### config.mk
export PLATFORM = sky130hd
export DESIGN_NAME = tunnel_peer_trust_table_top_flat
export DESIGN_NICKNAME = d
export VERILOG_FILES = /design/src/hw/rtl/tptt_pkg.sv /design/src/hw/rtl/tptt_if.sv /design/src/hw/rtl/tptt_ram.sv /design/src/hw/rtl/tunnel_peer_trust_table_top.sv /design/src/flat_wrapper.sv
export SDC_FILE = /design/constraint.sdc
export NUM_CORES = 2
export LEC_CHECK = 0
export BUFFER_PORTS_ARGS = -buffer_cell sky130_fd_sc_hd__buf_2
export CAP_MARGIN = 20
export CORE_AREA = 2 2 371 373
export DETAILED_ROUTE_END_ITERATION = 6
export DIE_AREA = 0 0 373 375
export PLACE_DENSITY = 0.75
export SLEW_MARGIN = 10
export SYNTH_ARGS = -nofsm -noshare
export SYNTH_HDL_FRONTEND = slang
export SYNTH_SLANG_ARGS = --single-unit
### constraint.sdc
create_clock -name i_clk -period 30 [get_ports i_clk]
set_input_delay 3 -clock i_clk [delete_from_list [all_inputs] [get_ports i_clk]]
set_output_delay 3 -clock i_clk [all_outputs]
set_load 0.05 [all_outputs]
### src/hw/rtl/tptt_pkg.sv
`default_nettype none

package tptt_pkg;

    localparam int TABLE_ENTRIES = 8;
    localparam int IDX_W         = (TABLE_ENTRIES > 1) ? $clog2(TABLE_ENTRIES) : 1;
    localparam int CNT_W         = $clog2(TABLE_ENTRIES + 1);
    localparam int OUT_IDX_W     = 3;

    localparam logic [15:0] PORT_MASK = 16'hffff;
    localparam logic [31:0] IP_MASK   = 32'hffffffff;

    typedef enum logic [1:0] {
        ACT_LOOKUP     = 2'd0,
        ACT_CREATE     = 2'd1,
        ACT_NONCE_UPD  = 2'd2,
        ACT_ORIGIN_UPD = 2'd3
    } t_action;

    typedef enum logic [2:0] {
        STAT_TRUSTED   = 3'd0,
        STAT_UNTRUSTED = 3'd1,
        STAT_ABSENT    = 3'd2,
        STAT_CREATED   = 3'd3,
        STAT_REPLACED  = 3'd4,
        STAT_GRANTED   = 3'd5,
        STAT_MISMATCH  = 3'd6
    } t_status;

    typedef enum logic [1:0] {
        ST_IDLE,
        ST_SCAN,
        ST_CREATE,
        ST_DONE
    } t_state;

    typedef struct packed {
        logic [63:0] key_upper;
        logic [63:0] key_lower;
        logic [31:0] nonce;
        logic [15:0] port;
        logic [31:0] ipv4;
        logic        trusted;
    } t_entry;

    typedef struct packed {
        t_action     action;
        logic [63:0] key_high;
        logic [63:0] key_low;
        logic [31:0] nonce;
        logic [15:0] port;
        logic [31:0] ip;
    } t_req;

endpackage

`default_nettype wire

### src/hw/rtl/tptt_if.sv
`default_nettype none

interface tptt_req_if;
    logic        valid;
    logic        ready;
    logic [1:0]  action;
    logic [63:0] peer_key_high;
    logic [63:0] peer_key_low;
    logic [31:0] nonce_value;
    logic [15:0] port_value;
    logic [31:0] ip_value;

    modport source (
        output valid, action, peer_key_high, peer_key_low, nonce_value, port_value, ip_value,
        input  ready
    );
    modport sink (
        input  valid, action, peer_key_high, peer_key_low, nonce_value, port_value, ip_value,
        output ready
    );
endinterface

interface tptt_rsp_if;
    logic        valid;
    logic        ready;
    logic [2:0]  status;
    logic [2:0]  entry_index;
    logic [15:0] mapped_port;
    logic [31:0] mapped_ip;
    logic        new_trust;

    modport source (
        output valid, status, entry_index, mapped_port, mapped_ip, new_trust,
        input  ready
    );
    modport sink (
        input  valid, status, entry_index, mapped_port, mapped_ip, new_trust,
        output ready
    );
endinterface

`default_nettype wire

### src/hw/rtl/tptt_ram.sv
`default_nettype none

module tptt_ram #(
    parameter int  WIDTH  = 8,
    parameter int  DEPTH  = 8,
    localparam int ADDR_W = (DEPTH > 1) ? $clog2(DEPTH) : 1
) (
    input  wire logic                  i_clk,
    input  wire logic                  i_we,
    input  wire logic [ADDR_W-1:0]     i_waddr,
    input  wire logic [WIDTH-1:0]      i_wdata,
    input  wire logic [ADDR_W-1:0]     i_raddr,
    output logic      [WIDTH-1:0]      o_rdata
);

    logic [WIDTH-1:0] r_mem [DEPTH];

    always_ff @(posedge i_clk) begin
        if (i_we) begin
            r_mem[i_waddr] <= i_wdata;
        end
        o_rdata <= r_mem[i_raddr];
    end
endmodule

`default_nettype wire

### src/hw/rtl/tunnel_peer_trust_table_top.sv
// create writes a free slot directly; lookup and updates scan the slots in order and
// stop at the first hit, or after the last slot when the key is absent
// throughput: one item at a time, the scan reads one table row per cycle from a single
// ram port, and a new item is taken only once the result has moved to the output register
// reset: synchronous, clears the in-use bits and the control state;
// the ram contents are left as they are and are never read for a free slot
`default_nettype none

module tunnel_peer_trust_table_top
    import tptt_pkg::*;
(
    input  wire logic  i_clk,
    input  wire logic  i_rst_n,
    tptt_req_if.sink   i_req,
    tptt_rsp_if.source o_rsp
);

    t_state               r_state, n_state;
    logic [TABLE_ENTRIES-1:0] r_in_use, n_in_use;
    logic [CNT_W-1:0]     r_issue, n_issue;
    logic                 r_cmp_vld, n_cmp_vld;
    logic [IDX_W-1:0]     r_cmp_idx, n_cmp_idx;
    logic                 r_out_valid, n_out_valid;

    t_req                 r_req, n_req;
    t_status              r_res_status, n_res_status;
    logic [IDX_W-1:0]     r_res_idx, n_res_idx;
    logic [15:0]          r_res_port, n_res_port;
    logic [31:0]          r_res_ip, n_res_ip;
    logic                 r_res_new, n_res_new;

    t_status              r_out_status, n_out_status;
    logic [OUT_IDX_W-1:0] r_out_idx, n_out_idx;
    logic [15:0]          r_out_port, n_out_port;
    logic [31:0]          r_out_ip, n_out_ip;
    logic                 r_out_new, n_out_new;

    logic                 ram_we;
    logic [IDX_W-1:0]     ram_waddr;
    t_entry               ram_wdata;
    logic [IDX_W-1:0]     ram_raddr;
    t_entry               ram_rd;

    logic                 scan_more;
    logic                 hit;
    logic                 free_found;
    logic [IDX_W-1:0]     free_idx;
    logic [IDX_W+OUT_IDX_W-1:0] res_idx_ext;

    tptt_ram #(
        .WIDTH ($bits(t_entry)),
        .DEPTH (TABLE_ENTRIES)
    ) u_ram (
        .i_clk   (i_clk),
        .i_we    (ram_we),
        .i_waddr (ram_waddr),
        .i_wdata (ram_wdata),
        .i_raddr (ram_raddr),
        .o_rdata (ram_rd)
    );

    assign scan_more   = (r_issue < CNT_W'(TABLE_ENTRIES));
    assign hit         = r_cmp_vld && r_in_use[r_cmp_idx]
                         && (ram_rd.key_upper == r_req.key_high)
                         && (ram_rd.key_lower == r_req.key_low);
    assign res_idx_ext = {{OUT_IDX_W{1'b0}}, r_res_idx};

    // first free slot
    always_comb begin
        free_found = 1'b0;
        free_idx   = '0;
        for (int i = TABLE_ENTRIES - 1; i >= 0; i--) begin
            if (!r_in_use[i]) begin
                free_found = 1'b1;
                free_idx   = IDX_W'(i);
            end
        end
    end

    assign i_req.ready       = (r_state == ST_IDLE);
    assign o_rsp.valid       = r_out_valid;
    assign o_rsp.status      = r_out_status;
    assign o_rsp.entry_index = r_out_idx;
    assign o_rsp.mapped_port = r_out_port;
    assign o_rsp.mapped_ip   = r_out_ip;
    assign o_rsp.new_trust   = r_out_new;

    always_comb begin
        n_state      = r_state;
        n_in_use     = r_in_use;
        n_issue      = r_issue;
        n_cmp_vld    = r_cmp_vld;
        n_cmp_idx    = r_cmp_idx;
        n_out_valid  = r_out_valid;
        n_req        = r_req;
        n_res_status = r_res_status;
        n_res_idx    = r_res_idx;
        n_res_port   = r_res_port;
        n_res_ip     = r_res_ip;
        n_res_new    = r_res_new;
        n_out_status = r_out_status;
        n_out_idx    = r_out_idx;
        n_out_port   = r_out_port;
        n_out_ip     = r_out_ip;
        n_out_new    = r_out_new;
        ram_we       = 1'b0;
        ram_waddr    = r_cmp_idx;
        ram_wdata    = '0;
        ram_raddr    = r_issue[IDX_W-1:0];

        if (r_out_valid && o_rsp.ready) begin
            n_out_valid = 1'b0;
        end

        case (r_state)
            ST_IDLE: begin
                if (i_req.valid) begin
                    n_req.action   = t_action'(i_req.action);
                    n_req.key_high = i_req.peer_key_high;
                    n_req.key_low  = i_req.peer_key_low;
                    n_req.nonce    = i_req.nonce_value;
                    n_req.port     = i_req.port_value;
                    n_req.ip       = i_req.ip_value;
                    n_res_status   = STAT_ABSENT;
                    n_res_idx      = '0;
                    n_res_port     = '0;
                    n_res_ip       = '0;
                    n_res_new      = 1'b0;
                    n_issue        = '0;
                    n_cmp_vld      = 1'b0;
                    n_state        = (t_action'(i_req.action) == ACT_CREATE) ? ST_CREATE
                                                                             : ST_SCAN;
                end
            end
            ST_SCAN: begin
                n_issue   = scan_more ? r_issue + 1'b1 : r_issue;
                n_cmp_vld = scan_more;
                n_cmp_idx = r_issue[IDX_W-1:0];
                if (hit) begin
                    n_res_idx = r_cmp_idx;
                    n_state   = ST_DONE;
                    n_cmp_vld = 1'b0;
                    case (r_req.action)
                        ACT_LOOKUP: begin
                            if (ram_rd.trusted) begin
                                n_res_status = STAT_TRUSTED;
                                n_res_port   = ram_rd.port;
                                n_res_ip     = ram_rd.ipv4;
                            end else begin
                                n_res_status = STAT_UNTRUSTED;
                            end
                        end
                        ACT_NONCE_UPD: begin
                            if (ram_rd.nonce == r_req.nonce) begin
                                ram_we            = 1'b1;
                                ram_wdata         = ram_rd;
                                ram_wdata.port    = r_req.port;
                                ram_wdata.ipv4    = r_req.ip;
                                ram_wdata.trusted = 1'b1;
                                n_res_status      = STAT_GRANTED;
                                n_res_new         = 1'b1;
                            end else begin
                                n_res_status = STAT_MISMATCH;
                            end
                        end
                        ACT_ORIGIN_UPD: begin
                            ram_we            = 1'b1;
                            ram_wdata         = ram_rd;
                            ram_wdata.port    = r_req.port ^ PORT_MASK;
                            ram_wdata.ipv4    = r_req.ip ^ IP_MASK;
                            ram_wdata.trusted = 1'b1;
                            n_res_status      = STAT_GRANTED;
                            n_res_new         = 1'b1;
                        end
                        default: begin
                            n_res_status = STAT_ABSENT;
                            n_res_idx    = '0;
                        end
                    endcase
                end else if (r_cmp_vld && (r_cmp_idx == IDX_W'(TABLE_ENTRIES - 1))) begin
                    n_res_status = STAT_ABSENT;
                    n_res_idx    = '0;
                    n_cmp_vld    = 1'b0;
                    n_state      = ST_DONE;
                end
            end
            ST_CREATE: begin
                ram_we              = 1'b1;
                ram_waddr           = free_found ? free_idx : '0;
                ram_wdata.key_upper = r_req.key_high;
                ram_wdata.key_lower = r_req.key_low;
                ram_wdata.nonce     = r_req.nonce;
                n_in_use[ram_waddr] = 1'b1;
                n_res_idx           = ram_waddr;
                n_res_status        = free_found ? STAT_CREATED : STAT_REPLACED;
                n_state             = ST_DONE;
            end
            ST_DONE: begin
                if (!r_out_valid || o_rsp.ready) begin
                    n_out_valid  = 1'b1;
                    n_out_status = r_res_status;
                    n_out_idx    = res_idx_ext[OUT_IDX_W-1:0];
                    n_out_port   = r_res_port;
                    n_out_ip     = r_res_ip;
                    n_out_new    = r_res_new;
                    n_state      = ST_IDLE;
                end
            end
            default: begin
                n_state = ST_IDLE;
            end
        endcase
    end

    always_ff @(posedge i_clk) begin
        if (!i_rst_n) begin
            r_state     <= ST_IDLE;
            r_in_use    <= '0;
            r_issue     <= '0;
            r_cmp_vld   <= 1'b0;
            r_cmp_idx   <= '0;
            r_out_valid <= 1'b0;
        end else begin
            r_state     <= n_state;
            r_in_use    <= n_in_use;
            r_issue     <= n_issue;
            r_cmp_vld   <= n_cmp_vld;
            r_cmp_idx   <= n_cmp_idx;
            r_out_valid <= n_out_valid;
        end
    end

    always_ff @(posedge i_clk) begin
        r_req        <= n_req;
        r_res_status <= n_res_status;
        r_res_idx    <= n_res_idx;
        r_res_port   <= n_res_port;
        r_res_ip     <= n_res_ip;
        r_res_new    <= n_res_new;
        r_out_status <= n_out_status;
        r_out_idx    <= n_out_idx;
        r_out_port   <= n_out_port;
        r_out_ip     <= n_out_ip;
        r_out_new    <= n_out_new;
    end

endmodule

`default_nettype wire

### src/flat_wrapper.sv
// flat-port wrapper written by rule: the top's interface ports become plain ports
module tunnel_peer_trust_table_top_flat import tptt_pkg::*;
  (i_clk, i_rst_n, i_req_valid, i_req_action, i_req_peer_key_high, i_req_peer_key_low, i_req_nonce_value, i_req_port_value, i_req_ip_value, i_req_ready, o_rsp_valid, o_rsp_status, o_rsp_entry_index, o_rsp_mapped_port, o_rsp_mapped_ip, o_rsp_new_trust, o_rsp_ready);
  tptt_req_if i_req_i ();
  tptt_rsp_if o_rsp_i ();
  input  wire logic i_clk;
  input  wire logic i_rst_n;
  input wire logic [$bits(i_req_i.valid)-1:0] i_req_valid;
  input wire logic [$bits(i_req_i.action)-1:0] i_req_action;
  input wire logic [$bits(i_req_i.peer_key_high)-1:0] i_req_peer_key_high;
  input wire logic [$bits(i_req_i.peer_key_low)-1:0] i_req_peer_key_low;
  input wire logic [$bits(i_req_i.nonce_value)-1:0] i_req_nonce_value;
  input wire logic [$bits(i_req_i.port_value)-1:0] i_req_port_value;
  input wire logic [$bits(i_req_i.ip_value)-1:0] i_req_ip_value;
  output wire logic [$bits(i_req_i.ready)-1:0] i_req_ready;
  output wire logic [$bits(o_rsp_i.valid)-1:0] o_rsp_valid;
  output wire logic [$bits(o_rsp_i.status)-1:0] o_rsp_status;
  output wire logic [$bits(o_rsp_i.entry_index)-1:0] o_rsp_entry_index;
  output wire logic [$bits(o_rsp_i.mapped_port)-1:0] o_rsp_mapped_port;
  output wire logic [$bits(o_rsp_i.mapped_ip)-1:0] o_rsp_mapped_ip;
  output wire logic [$bits(o_rsp_i.new_trust)-1:0] o_rsp_new_trust;
  input wire logic [$bits(o_rsp_i.ready)-1:0] o_rsp_ready;
  assign i_req_i.valid = i_req_valid;
  assign i_req_i.action = i_req_action;
  assign i_req_i.peer_key_high = i_req_peer_key_high;
  assign i_req_i.peer_key_low = i_req_peer_key_low;
  assign i_req_i.nonce_value = i_req_nonce_value;
  assign i_req_i.port_value = i_req_port_value;
  assign i_req_i.ip_value = i_req_ip_value;
  assign i_req_ready = i_req_i.ready;
  assign o_rsp_valid = o_rsp_i.valid;
  assign o_rsp_status = o_rsp_i.status;
  assign o_rsp_entry_index = o_rsp_i.entry_index;
  assign o_rsp_mapped_port = o_rsp_i.mapped_port;
  assign o_rsp_mapped_ip = o_rsp_i.mapped_ip;
  assign o_rsp_new_trust = o_rsp_i.new_trust;
  assign o_rsp_i.ready = o_rsp_ready;
  tunnel_peer_trust_table_top u_core (.i_clk(i_clk), .i_rst_n(i_rst_n), .i_req(i_req_i), .o_rsp(o_rsp_i));
endmodule
==> impl_metrics.env <==
export IMPL_endpoint_kind="flop"
export IMPL_overflow=0
export IMPL_start_kind="flop"
export IMPL_grtUsageTotal_pct=26.64
export IMPL_dieArea_sq_um=139900
export IMPL_cts_root_buffer="clkbuf_16"
export IMPL_fin_crit_sh_pct=23.05
export IMPL_final_antenna_net_count=0
export IMPL_path_class="reg2reg"
export IMPL_power_density_nw_per_um2=81.70
export IMPL_vdd_drop_max_mv=0.06882
export IMPL_die_h_microns=375
export IMPL_leakage_nw=30.69
export IMPL_synth_edf_count=1992
export IMPL_firstDrtPassIters=5
export IMPL_outcome="completed"
export IMPL_grt_pass1_wl_microns=270200
export IMPL_rows=136
export IMPL_area_growth_pct=12.90
export IMPL_numPortBuffers=270
export IMPL_cpPeakStageDelay_ns=1.01
export IMPL_cts_hold_buffers_added=0
export IMPL_rsz0062_at_grt="false"
export IMPL_cts_sinks=2220
export IMPL_worst_pin_slew_ns=1.217
export IMPL_drive_above_1_share_pct=29.35
export IMPL_setup_viol_count_final=0
export IMPL_cts_tree="done"
export IMPL_antenna_found_initial=19
export IMPL_skew_ns=0.07552
export IMPL_post_cts_setup_buffers=0
export IMPL_fillers=8197
export IMPL_setup_slack_ns=23.09
export IMPL_drc=0
export IMPL_yosysSeqAreaShare_pct=78.23
export IMPL_grt_pass1_vias=40090
export IMPL_fin_area_sq_um=92920
export IMPL_path_buf_inv=4
export IMPL_hpwl_microns=103700
export IMPL_initial_core_util_pct=60.38
export IMPL_synth_top_area_cell="edfxtp_1"
export IMPL_timing_hold_ws_ns=0.3667
export IMPL_ys_warn_count=0
export IMPL_cts_buffers=209
export IMPL_vias=39720
export IMPL_routabilityCongestion=0.8536
export IMPL_synth_area_leaders="edfxtp_1, mux4_2, dfxtp_1, mux2_2, a22o_1"
export IMPL_dp_slack_ns=23.11
export IMPL_max_clock_freq_mhz=144.6
export IMPL_syn_num_nets=4066
export IMPL_htreeDepth=4
export IMPL_syn_area_sq_um=82300
export IMPL_ios=271
export IMPL_maxCapViolations=0
export IMPL_yosys_area_top_type_share_pct=72.68
export IMPL_final_core_util_pct=68.17
export IMPL_core_sq_um=136300
export IMPL_drtIter0Drc=4575
export IMPL_finalSetupTns_ns=0
export IMPL_layout_nets=4425
export IMPL_routed_wl_microns=185200
export IMPL_path_common_cell="buf_4"
export IMPL_clk_latency_ns=0.84
export IMPL_relSlewSlack_pct=18.24
export IMPL_grt_start_max_net_pins=119
export IMPL_final_max_slew_viol_count=0
export IMPL_synth_distinct_cells=49
export IMPL_synth_avg_cell_area_sq_um=21.40
export IMPL_min_path_type="reg2reg"
export IMPL_cts_buffer_depth=3
export IMPL_crit_family="simple AND/OR/NAND/NOR gates"
export IMPL_crit_required_ns=30.45
export IMPL_async_reset_ff_share_pct=0
export IMPL_vias_per_cell=6.415
export IMPL_critPathMaxFanout=49
export IMPL_critPathArrivalTime_ns=7.36
export IMPL_synth_seq_cells=2220
export IMPL_die_w_microns=373
export IMPL_detail_route_wl_per_cell_microns=29.92
export IMPL_path_clk_slew_ns=0.06
export IMPL_cts_resized=0
export IMPL_min_period_ns=6.914
export IMPL_place_area_sq_um=85820
export IMPL_crit_path_top_delay_cell="nor3_1"
export IMPL_path_cells="xnor2_1, nand4_1, nor3_1, nand4_1, nor4_1, buf_4, a41oi_1, nor2b_4, buf_4, buf_4, buf_4"
export IMPL_synth_top_flop_cell="edfxtp_1"
export IMPL_synthCells=3846
export IMPL_hold_viol_final=0
synthesized netlist by cell type, drive strengths merged, types with 2 or more instances:
master and n:
mux4 420, inv 31, xor2 21, or4 3, o22ai 6, nand4 46
mux2i 5, a41oi 2, nand3 9, nand2 24, a21oi 60, buf 70
nand3b 2, ha 6, nor4 22, nor2 125, edfxtp 1992, o21ai 8
a21o 3, a221oi 2, nor2b 41, mux2 209, xnor2 78, a22oi 3
nor3 7, dfxtp 228, o2111ai 6, a31oi 3, o221ai 5, a22o 161
and2 50, a2111o 7, a21boi 4, a2111oi 4, nand2b 57, clkbuf 114
and3 4
layout make-up:
| type | count | area [sq um] | area share [%] |
|---|---|---|---|
| timing repair buffer | 332 | 1924 | 2.071 |
| clock buffer | 299 | 5869 | 6.317 |
| antenna | 6 | 15.01 | 0.01616 |
| inverter | 32 | 127.6 | 0.1373 |
| sequential | 2220 | 64390 | 69.30 |
| multi-input combinational | 1410 | 17150 | 18.46 |
| clock inverter | 99 | 1190 | 1.281 |
| tap | 1794 | 2245 | 2.416 |
sequential cells by signal, summed over array words and instances (netlist names), 2 cells and up:
signal                    count
u_core.o_rsp.mapped_port     16
u_core.o_rsp.status           3
u_core.o_rsp.entry_index      3
u_core.o_rsp.mapped_ip       32
u_core.r_res_port            16
u_core.r_cmp_idx              3
u_core.r_res_ip              32
u_core.r_issue                4
u_core.r_req                210
u_core.u_ram.o_rdata        209
u_core.r_state                2
u_core.r_res_idx              3
u_core.r_in_use               8
u_core.u_ram.r_mem         1672
u_core.r_res_status           3
per-stage QoR:
step	power [mW]	instances
global route	7.834	6187
CTS	7.634	6185
global placement	4.964	5787
detailed placement	4.993	5787
finish	7.592	6192
floorplan	4.658	3846
worst paths after layout:
path,startpoint,to,slack [ns],depth (start not counted)
min reg2reg,u_core.r_res_ip[13],u_core.o_rsp.mapped_ip[13],0.37,0
max,u_core.r_req[146],u_core.u_ram.r_mem[5][81],23.09,11
max reg2reg,u_core.r_req[146],u_core.u_ram.r_mem[5][81],23.09,11
min,u_core.r_res_ip[13],u_core.o_rsp.mapped_ip[13],0.37,0
where the power goes:
| group | switching [mW] | internal, mW |
|---|---|---|
| Sequential | 0.164 | 3.75 |
| Combinational | 0.595 | 0.428 |
| Clock | 1.13 | 1.53 |
| Total | 1.89 | 5.71 |
metal layers:
layer	track usage [%]	vias to the layer above	share of wire, %
li1	-	16500	-
met1	37.21	20920	39
met2	42.68	1993	49
met3	6.420	303	9.9
met4	7.394	10	2.4
met5	0	-	0.033
kinds of logic after synthesis:
| kind of cell | synth area share (%) |
|---|---|
| DFF | 78.23 |
| muxes | 14.41 |
| AOI/OAI and AO/OA | 2.642 |
| buffers and inverters | 1.046 |
| xor gates and xnor gates | 1.054 |
| adders and majority gates | 0.09122 |
| and+or+nand+nor | 2.522 |
layout by cell type, fill, tap and decap left out, drive strengths merged, types with 9 or more instances in the layout:
cell / synthesis / layout
xnor2: 78 / 78
nor2: 125 / 125
xor2: 21 / 21
nand4: 46 / 46
edfxtp: 1992 / 1992
dfxtp: 228 / 228
bufinv: 0 / 18
nor2b: 41 / 41
buf: 70 / 332
clkbuf: 114 / 299
a21oi: 60 / 60
mux2: 209 / 209
nor4: 22 / 22
nand3: 9 / 9
clkinv: 1 / 69
a22o: 161 / 161
nand2: 24 / 24
mux4: 420 / 420
nand2b: 57 / 57
inv: 31 / 36
and2: 50 / 50
Note: power is estimated with default switching activity, not from simulation.
